<file path="config.mk">
export PLATFORM = sky130hd
export DESIGN_NAME = countdown_timer_seven_segment_core
export DESIGN_NICKNAME = d
export VERILOG_FILES = /design/src/ctsd_pkg.sv /design/src/ctsd_bcd_cell.sv /design/src/countdown_timer_seven_segment_core.sv
export SDC_FILE = /design/constraint.sdc
export NUM_CORES = 1
export LEC_CHECK = 0
export BUFFER_PORTS_ARGS = -buffer_cell sky130_fd_sc_hd__buf_2
export CORE_MARGIN = 2
export CORE_UTILIZATION = 44
export CTS_CLUSTER_SIZE = 25
export DETAILED_ROUTE_END_ITERATION = 6
export PLACE_DENSITY = 0.59
export SYNTH_ARGS = -nofsm -noshare
export SYNTH_HDL_FRONTEND = slang
export SYNTH_SLANG_ARGS = --single-unit
</file>
<file path="constraint.sdc">
create_clock -name clk -period 3.9 [get_ports clk]
set_input_delay 0.585 -clock clk [delete_from_list [all_inputs] [get_ports clk]]
set_output_delay 0.585 -clock clk [all_outputs]
set_load 0.02 [all_outputs]
</file>
<file path="src/ctsd_pkg.sv">
`default_nettype none

package ctsd_pkg;

    localparam int NUM_CELLS       = 5;
    localparam int TENTHS_CELL     = 2;
    localparam int SEC_UNITS_CELL  = 3;
    localparam int SEC_TENS_CELL   = 4;
    localparam int MAX_SECONDS_DEF = 64;
    localparam int SEC_WIDTH       = 7;

    localparam logic [7:0] DOT_BIT = 8'h80;

    typedef logic [3:0] bcd_t;
    typedef logic [SEC_WIDTH-1:0] sec_t;

    typedef enum logic [1:0] {
        OP_TICK  = 2'd0,
        OP_START = 2'd1,
        OP_PAUSE = 2'd2,
        OP_STOP  = 2'd3
    } op_t;

    typedef struct packed {
        logic load;
        logic clear;
    } cell_ctl_t;

    typedef struct packed {
        bcd_t tens;
        bcd_t units;
    } sec_bcd_t;

    function automatic logic [7:0] glyph(input bcd_t d);
        logic [7:0] g;
        unique case (d)
            4'd0:    g = 8'd63;
            4'd1:    g = 8'd6;
            4'd2:    g = 8'd91;
            4'd3:    g = 8'd79;
            4'd4:    g = 8'd102;
            4'd5:    g = 8'd109;
            4'd6:    g = 8'd125;
            4'd7:    g = 8'd7;
            4'd8:    g = 8'd127;
            4'd9:    g = 8'd111;
            default: g = 8'd0;
        endcase
        return g;
    endfunction

    function automatic sec_bcd_t split_seconds(input sec_t v);
        sec_bcd_t r;
        sec_t     tens_val;
        tens_val = '0;
        r.tens   = '0;
        for (int i = 1; i <= 6; i++) begin
            if (v >= sec_t'(i * 10)) begin
                r.tens   = bcd_t'(i);
                tens_val = sec_t'(i * 10);
            end
        end
        r.units = bcd_t'(v - tens_val);
        return r;
    endfunction

endpackage

`default_nettype wire

</file>
<file path="src/ctsd_bcd_cell.sv">
`default_nettype none

module ctsd_bcd_cell (
    input  wire logic                clk,
    input  wire logic                rst_n,
    input  wire ctsd_pkg::cell_ctl_t ctl,
    input  wire ctsd_pkg::bcd_t      load_digit,
    input  wire logic                borrow_in,
    output logic                     borrow_out,
    output ctsd_pkg::bcd_t           digit_next,
    output ctsd_pkg::bcd_t           digit
);
    import ctsd_pkg::*;

    bcd_t digit_reg;

    always_comb
    begin
        digit_next = digit_reg;
        if (ctl.clear)
        begin
            digit_next = '0;
        end
        else if (ctl.load)
        begin
            digit_next = load_digit;
        end
        else if (borrow_in)
        begin
            digit_next = (digit_reg == 4'd0) ? 4'd9 : digit_reg - 4'd1;
        end
    end

    assign borrow_out = borrow_in && (digit_reg == 4'd0);
    assign digit      = digit_reg;

    always_ff @(posedge clk or negedge rst_n)
    begin
        if (!rst_n)
        begin
            digit_reg <= '0;
        end
        else
        begin
            digit_reg <= digit_next;
        end
    end

endmodule

`default_nettype wire

</file>
<file path="src/countdown_timer_seven_segment_core.sv">
// Latency: a word's result is valid in the cycle after it is accepted.
// Throughput: one word per cycle unless out_ready stalls; the millisecond
// count is five BCD cells chained by a combinational borrow; no division.
// Reset: asynchronous, active low; clears the count, flags, digit select,
// segment pattern and the output valid.
`default_nettype none

module countdown_timer_seven_segment_core #(
    parameter int MAX_SECONDS = ctsd_pkg::MAX_SECONDS_DEF
) (
    input  wire logic                         clk,
    input  wire logic                         rst_n,
    input  wire logic                         in_valid,
    output logic                              in_ready,
    input  wire logic [1:0]                   op,
    input  wire logic [ctsd_pkg::SEC_WIDTH-1:0] seconds,
    input  wire logic                         pause_flag,
    output logic                              out_valid,
    input  wire logic                         out_ready,
    output logic [7:0]                        segments,
    output logic                              digit_select,
    output logic                              expired
);
    import ctsd_pkg::*;

    logic              accept;
    op_t               op_code;
    cell_ctl_t         ctl;
    sec_t              sec_sat;
    sec_bcd_t          sec_bcd;
    logic [NUM_CELLS:0] borrow;
    bcd_t              load_digit [NUM_CELLS];
    bcd_t              digit_q    [NUM_CELLS];
    bcd_t              digit_nx   [NUM_CELLS];
    logic              nonzero;
    logic              zero_next;
    logic              below_sec;

    logic       running_reg, running_next;
    logic       expired_reg, expired_next;
    logic       sel_reg, sel_next;
    logic [7:0] seg_reg, seg_next;
    logic       out_valid_reg;

    assign in_ready = !out_valid_reg || out_ready;
    assign accept   = in_valid && in_ready;
    assign op_code  = op_t'(op);

    assign sec_sat = (seconds > sec_t'(MAX_SECONDS)) ? sec_t'(MAX_SECONDS) : seconds;
    assign sec_bcd = split_seconds(sec_t'(sec_sat + sec_t'(1)));

    assign ctl.load  = accept && (op_code == OP_START);
    assign ctl.clear = accept && (op_code == OP_STOP);

    always_comb
    begin
        for (int i = 0; i < NUM_CELLS; i++)
        begin
            load_digit[i] = '0;
        end
        load_digit[SEC_UNITS_CELL] = sec_bcd.units;
        load_digit[SEC_TENS_CELL]  = sec_bcd.tens;
    end

    always_comb
    begin
        nonzero   = 1'b0;
        zero_next = 1'b1;
        for (int i = 0; i < NUM_CELLS; i++)
        begin
            nonzero   = nonzero || (digit_q[i] != 4'd0);
            zero_next = zero_next && (digit_nx[i] == 4'd0);
        end
    end

    assign borrow[0] = accept && (op_code == OP_TICK) && running_reg && nonzero;

    for (genvar g = 0; g < NUM_CELLS; g++)
    begin : g_cell
        ctsd_bcd_cell u_cell (
            .clk        (clk),
            .rst_n      (rst_n),
            .ctl        (ctl),
            .load_digit (load_digit[g]),
            .borrow_in  (borrow[g]),
            .borrow_out (borrow[g+1]),
            .digit_next (digit_nx[g]),
            .digit      (digit_q[g])
        );
    end

    assign below_sec = (digit_nx[SEC_TENS_CELL] == 4'd0) && (digit_nx[SEC_UNITS_CELL] == 4'd0);

    always_comb
    begin
        running_next = running_reg;
        expired_next = expired_reg;
        sel_next     = sel_reg;
        seg_next     = seg_reg;
        if (accept)
        begin
            unique case (op_code)
                OP_TICK:
                begin
                    if (running_reg && zero_next)
                    begin
                        running_next = 1'b0;
                        expired_next = 1'b1;
                    end
                    sel_next = !sel_reg;
                    if (expired_next)
                    begin
                        seg_next = sel_next ? (glyph(4'd0) | DOT_BIT) : glyph(4'd0);
                    end
                    else if (!sel_next)
                    begin
                        seg_next = below_sec ? glyph(digit_nx[TENTHS_CELL])
                                             : glyph(digit_nx[SEC_UNITS_CELL]);
                    end
                    else if (below_sec)
                    begin
                        seg_next = glyph(4'd0) | DOT_BIT;
                    end
                    else if (digit_nx[SEC_TENS_CELL] == 4'd0)
                    begin
                        seg_next = 8'd0;
                    end
                    else
                    begin
                        seg_next = glyph(digit_nx[SEC_TENS_CELL]);
                    end
                end
                OP_START:
                begin
                    running_next = 1'b1;
                    expired_next = 1'b0;
                end
                OP_PAUSE:
                begin
                    if (pause_flag)
                    begin
                        running_next = 1'b0;
                    end
                    else if (nonzero)
                    begin
                        running_next = 1'b1;
                    end
                end
                OP_STOP:
                begin
                    running_next = 1'b0;
                    expired_next = 1'b1;
                end
                default:
                begin
                    running_next = running_reg;
                end
            endcase
        end
    end

    always_ff @(posedge clk or negedge rst_n)
    begin
        if (!rst_n)
        begin
            running_reg   <= 1'b0;
            expired_reg   <= 1'b0;
            sel_reg       <= 1'b0;
            seg_reg       <= '0;
            out_valid_reg <= 1'b0;
        end
        else
        begin
            running_reg <= running_next;
            expired_reg <= expired_next;
            sel_reg     <= sel_next;
            seg_reg     <= seg_next;
            if (accept)
            begin
                out_valid_reg <= 1'b1;
            end
            else if (out_ready)
            begin
                out_valid_reg <= 1'b0;
            end
        end
    end

    assign out_valid    = out_valid_reg;
    assign segments     = seg_reg;
    assign digit_select = sel_reg;
    assign expired      = expired_reg;

endmodule

`default_nettype wire
</file>
==> metrics.yaml <==
status: "complete, but fails checks"
violations: "setup timing"
slowest_delay_ps: 520
die_x_um: 90.10
critPathKind: "input port to flop"
yosysSeqAreaShare: 0.2455
ioPinCount: 26
antenna_left: 0
stdcell_count: 599
worst-path-buf-inv: 4
num_antenna_cells: 0
r2r_end: "segments[0]"
final.period_utilization: 1.122
synthDistinctLibCells: 81
synth_area_um2: 3262
drc: 0
arrival_ps: 4530
cp.required_ps: 4050
die_y_um: 90.10
clockBufferDepth: 2
crit_start: "seconds[6]"
grt_pass1_wl_mm: 16.82
routed_wl_mm: 9.956
relSlewSlack: 0.4536
cp_max_fo: 6
cap_violations: 0
hp-class: "input port to asynchronous set/reset pin"
io_buffers: 25
period_minus_slack_ps: 4376
hold_viol_final: 0
place_congestion: 0.8951
cts-root-buf: "clkbuf_8"
setup_viol: 10
row_count: 31
clk_latency_ps: 290
via_per_inst: 5.694
start_util: 0.4521
leakagePower_nw: 2.015
tns_ps: -4197
cts_tree: "done"
rsz0062_at_grt: "yes"
wl_per_cell_um: 16.62
cts_hold_buf: 0
drv_slew: 0
dr.first_iter.drc_count: 154
post-route-util: 0.6195
r2r_cells: 17
ys.flop_type: "dfrtp_1"
die-area_um2: 8118
track_usage: 0.2536
nets: 540
worst_slew_pin_slew_ps: 819.6
first_global_vias: 3346
core_um2: 7214
syn_avg_cell_area_um2: 8.237
gr-total-overflow: 0
hpwl_mm: 7.513
grt_max_degree: 33
drive_gt1_frac: 0.3520
cp_slowest_cell: "or4_1"
power_density_nw_per_um2: 394.7
synthArstFlopShare: 1.000
ir_drop_uv: 206.2
synth_edf_count: 0
cp-start-kind: "input port"
cp_top_family: "simple AND/OR/NAND/NOR gates"
fin_worst_skew_ps: 8.738
cts_buffers: 5
worst_slack_ps: -476.3
area_growth_pct: 37.02
fmax_ghz: 0.2285
timing.rr.start: "g_cell[4].u_cell.digit[0]"
cpMostUsedCell: "ha_4"
synth_warnings: 0
cts_max_level: 2
placed_cells: 574
firstDrtPassIters: 5
end_kind: "flop"
crit_chain: "buf_8, nor2b_4, ha_4, nand3_4, xor2_2, nor4_2, or4_1, and3_4, ha_4, inv_2, fa_1, nor2b_2, o211a_1, nor4_4, buf_4, nor4b_4, o2111ai_4, buf_6, o311ai_2, a222oi_1"
clk_pin_slew_ps: 80
vias: 3411
netlist_instances: 396
largest_reg_flops: 20
antenna_found_initial: 0
cts.sinks: 32
ys_seq_elements: 32
pre_cts_slack_ps: -865.7
syn_nets: 437
rrSetupSlack_ps: 180
[synthesized netlist by cell type, types with 7 or more instances]
| master | count | area, µm² |
|---|---|---|
| nand2_1 | 26 | 97.59 |
| a21oi_1 | 22 | 110.1 |
| nand3_1 | 16 | 80.08 |
| nor3_1 | 11 | 55.05 |
| xnor2_1 | 7 | 61.31 |
| dfrtp_1 | 32 | 800.8 |
| ha_1 | 26 | 325.3 |
| and3_1 | 9 | 56.30 |
| nor4_1 | 10 | 62.56 |
| inv_1 | 29 | 108.9 |
| o21ai_0 | 14 | 70.07 |
| nor2b_1 | 12 | 75.07 |
| nor2_1 | 42 | 157.7 |
[cell usage in the layout, fill, tap and decap left out, drive strengths merged, types with 5 or more instances in the layout]
| master | count |
|---|---|
| nand3 | 16 |
| nor3 | 13 |
| and3 | 9 |
| a21oi | 22 |
| nor2 | 42 |
| clkbuf | 6 |
| or2 | 6 |
| nand2b | 5 |
| nand4 | 5 |
| ha | 26 |
| o21ai | 16 |
| nor4 | 13 |
| o31ai | 7 |
| a31oi | 6 |
| nand2 | 27 |
| or4 | 7 |
| buf | 109 |
| xnor2 | 7 |
| nor2b | 12 |
| inv | 29 |
| dfrtp | 32 |
[worst max-delay path by stage]
stage / end / slack, ps / cells after the start
CTS: segments[5] / -410 / 23
detailed placement: segments[2] / -870 / 19
finish: segments[2] / -480 / 20
global placement: segments[2] / -810 / 18
global route: segments[5] / -700 / 22
floorplan: segments[0] / -570 / 21
[through the flow]
stage,power [mW],hold slack [ps],instance area (µm²)
final,1.764,357.7,4469
after detailed placement,1.353,471.1,4080
after floorplan,1.028,289.4,3420
after global placement,1.349,464.1,4080
after CTS,1.743,386.1,4409
after global routing,1.888,417.7,4469
[logic make-up after synthesis]
kind of cell               Yosys count  share of synthesized area
and+or+nand+nor                    179                     0.3134
AOI/OAI and AO/OA                   99                     0.2336
buffers and inverters               42                    0.05293
DFF                                 32                     0.2455
adders and majority gates           27                     0.1059
xor gates and xnor gates            11                    0.02954
muxes                                6                    0.01918
[what timing repair did]
| action | CTS | global route |
|---|---|---|
| pin swaps | 22 | 20 |
| setup buffers | 17 | 2 |
| endpoints found under the setup margin | 10 | 11 |
| resized for setup | 25 | 13 |
| gates cloned | 0 | 0 |
[report_power, final]
part / switching, mW / total [mW] / internal, mW / leakage (nW)
sequential: 0.0771 / 0.476 / 0.399 / 0.399
combinational: 0.531 / 0.957 / 0.425 / 1.56
clock: 0.142 / 0.331 / 0.190 / 0.0552
total: 0.750 / 1.76 / 1.01 / 2.01
[worst register-to-register path, cell delays in order (launching register included)]
cell and delay, ps:
dfrtp_1 430, inv_1 100, ha_1 250, nor3b_1 400, nand3_1 260, nand4_1 190, nor2_1 60, xor2_1 210
a21oi_1 90, or2_2 350, ha_1 260, nor4b_4 160, o2111ai_4 120, buf_6 180, nand2_1 50, o21ai_1 90
o21ai_1 100, a222oi_1 300
[layer usage]
metal | vias to the layer above | GRT usage | routed length [µm]
met4 | 0 | 0.06667 | 204
met1 | 1647 | 0.3365 | 4660
met2 | 74 | 0.4386 | 4767
met5 | - | 0 | 0
li1 | 1677 | - | -
met3 | 13 | 0.02934 | 323
[area by class of cell]
class,instances,area (µm²)
sequential,32,800.8
clock buffer,6,72.57
timing repair buffer,109,797.0
multi-input combinational,322,2531
tap,99,123.9
inverter,29,108.9
clock inverter,2,35.03
fill,650,2745
No activity file was read; power rests on OpenSTA's default activity.
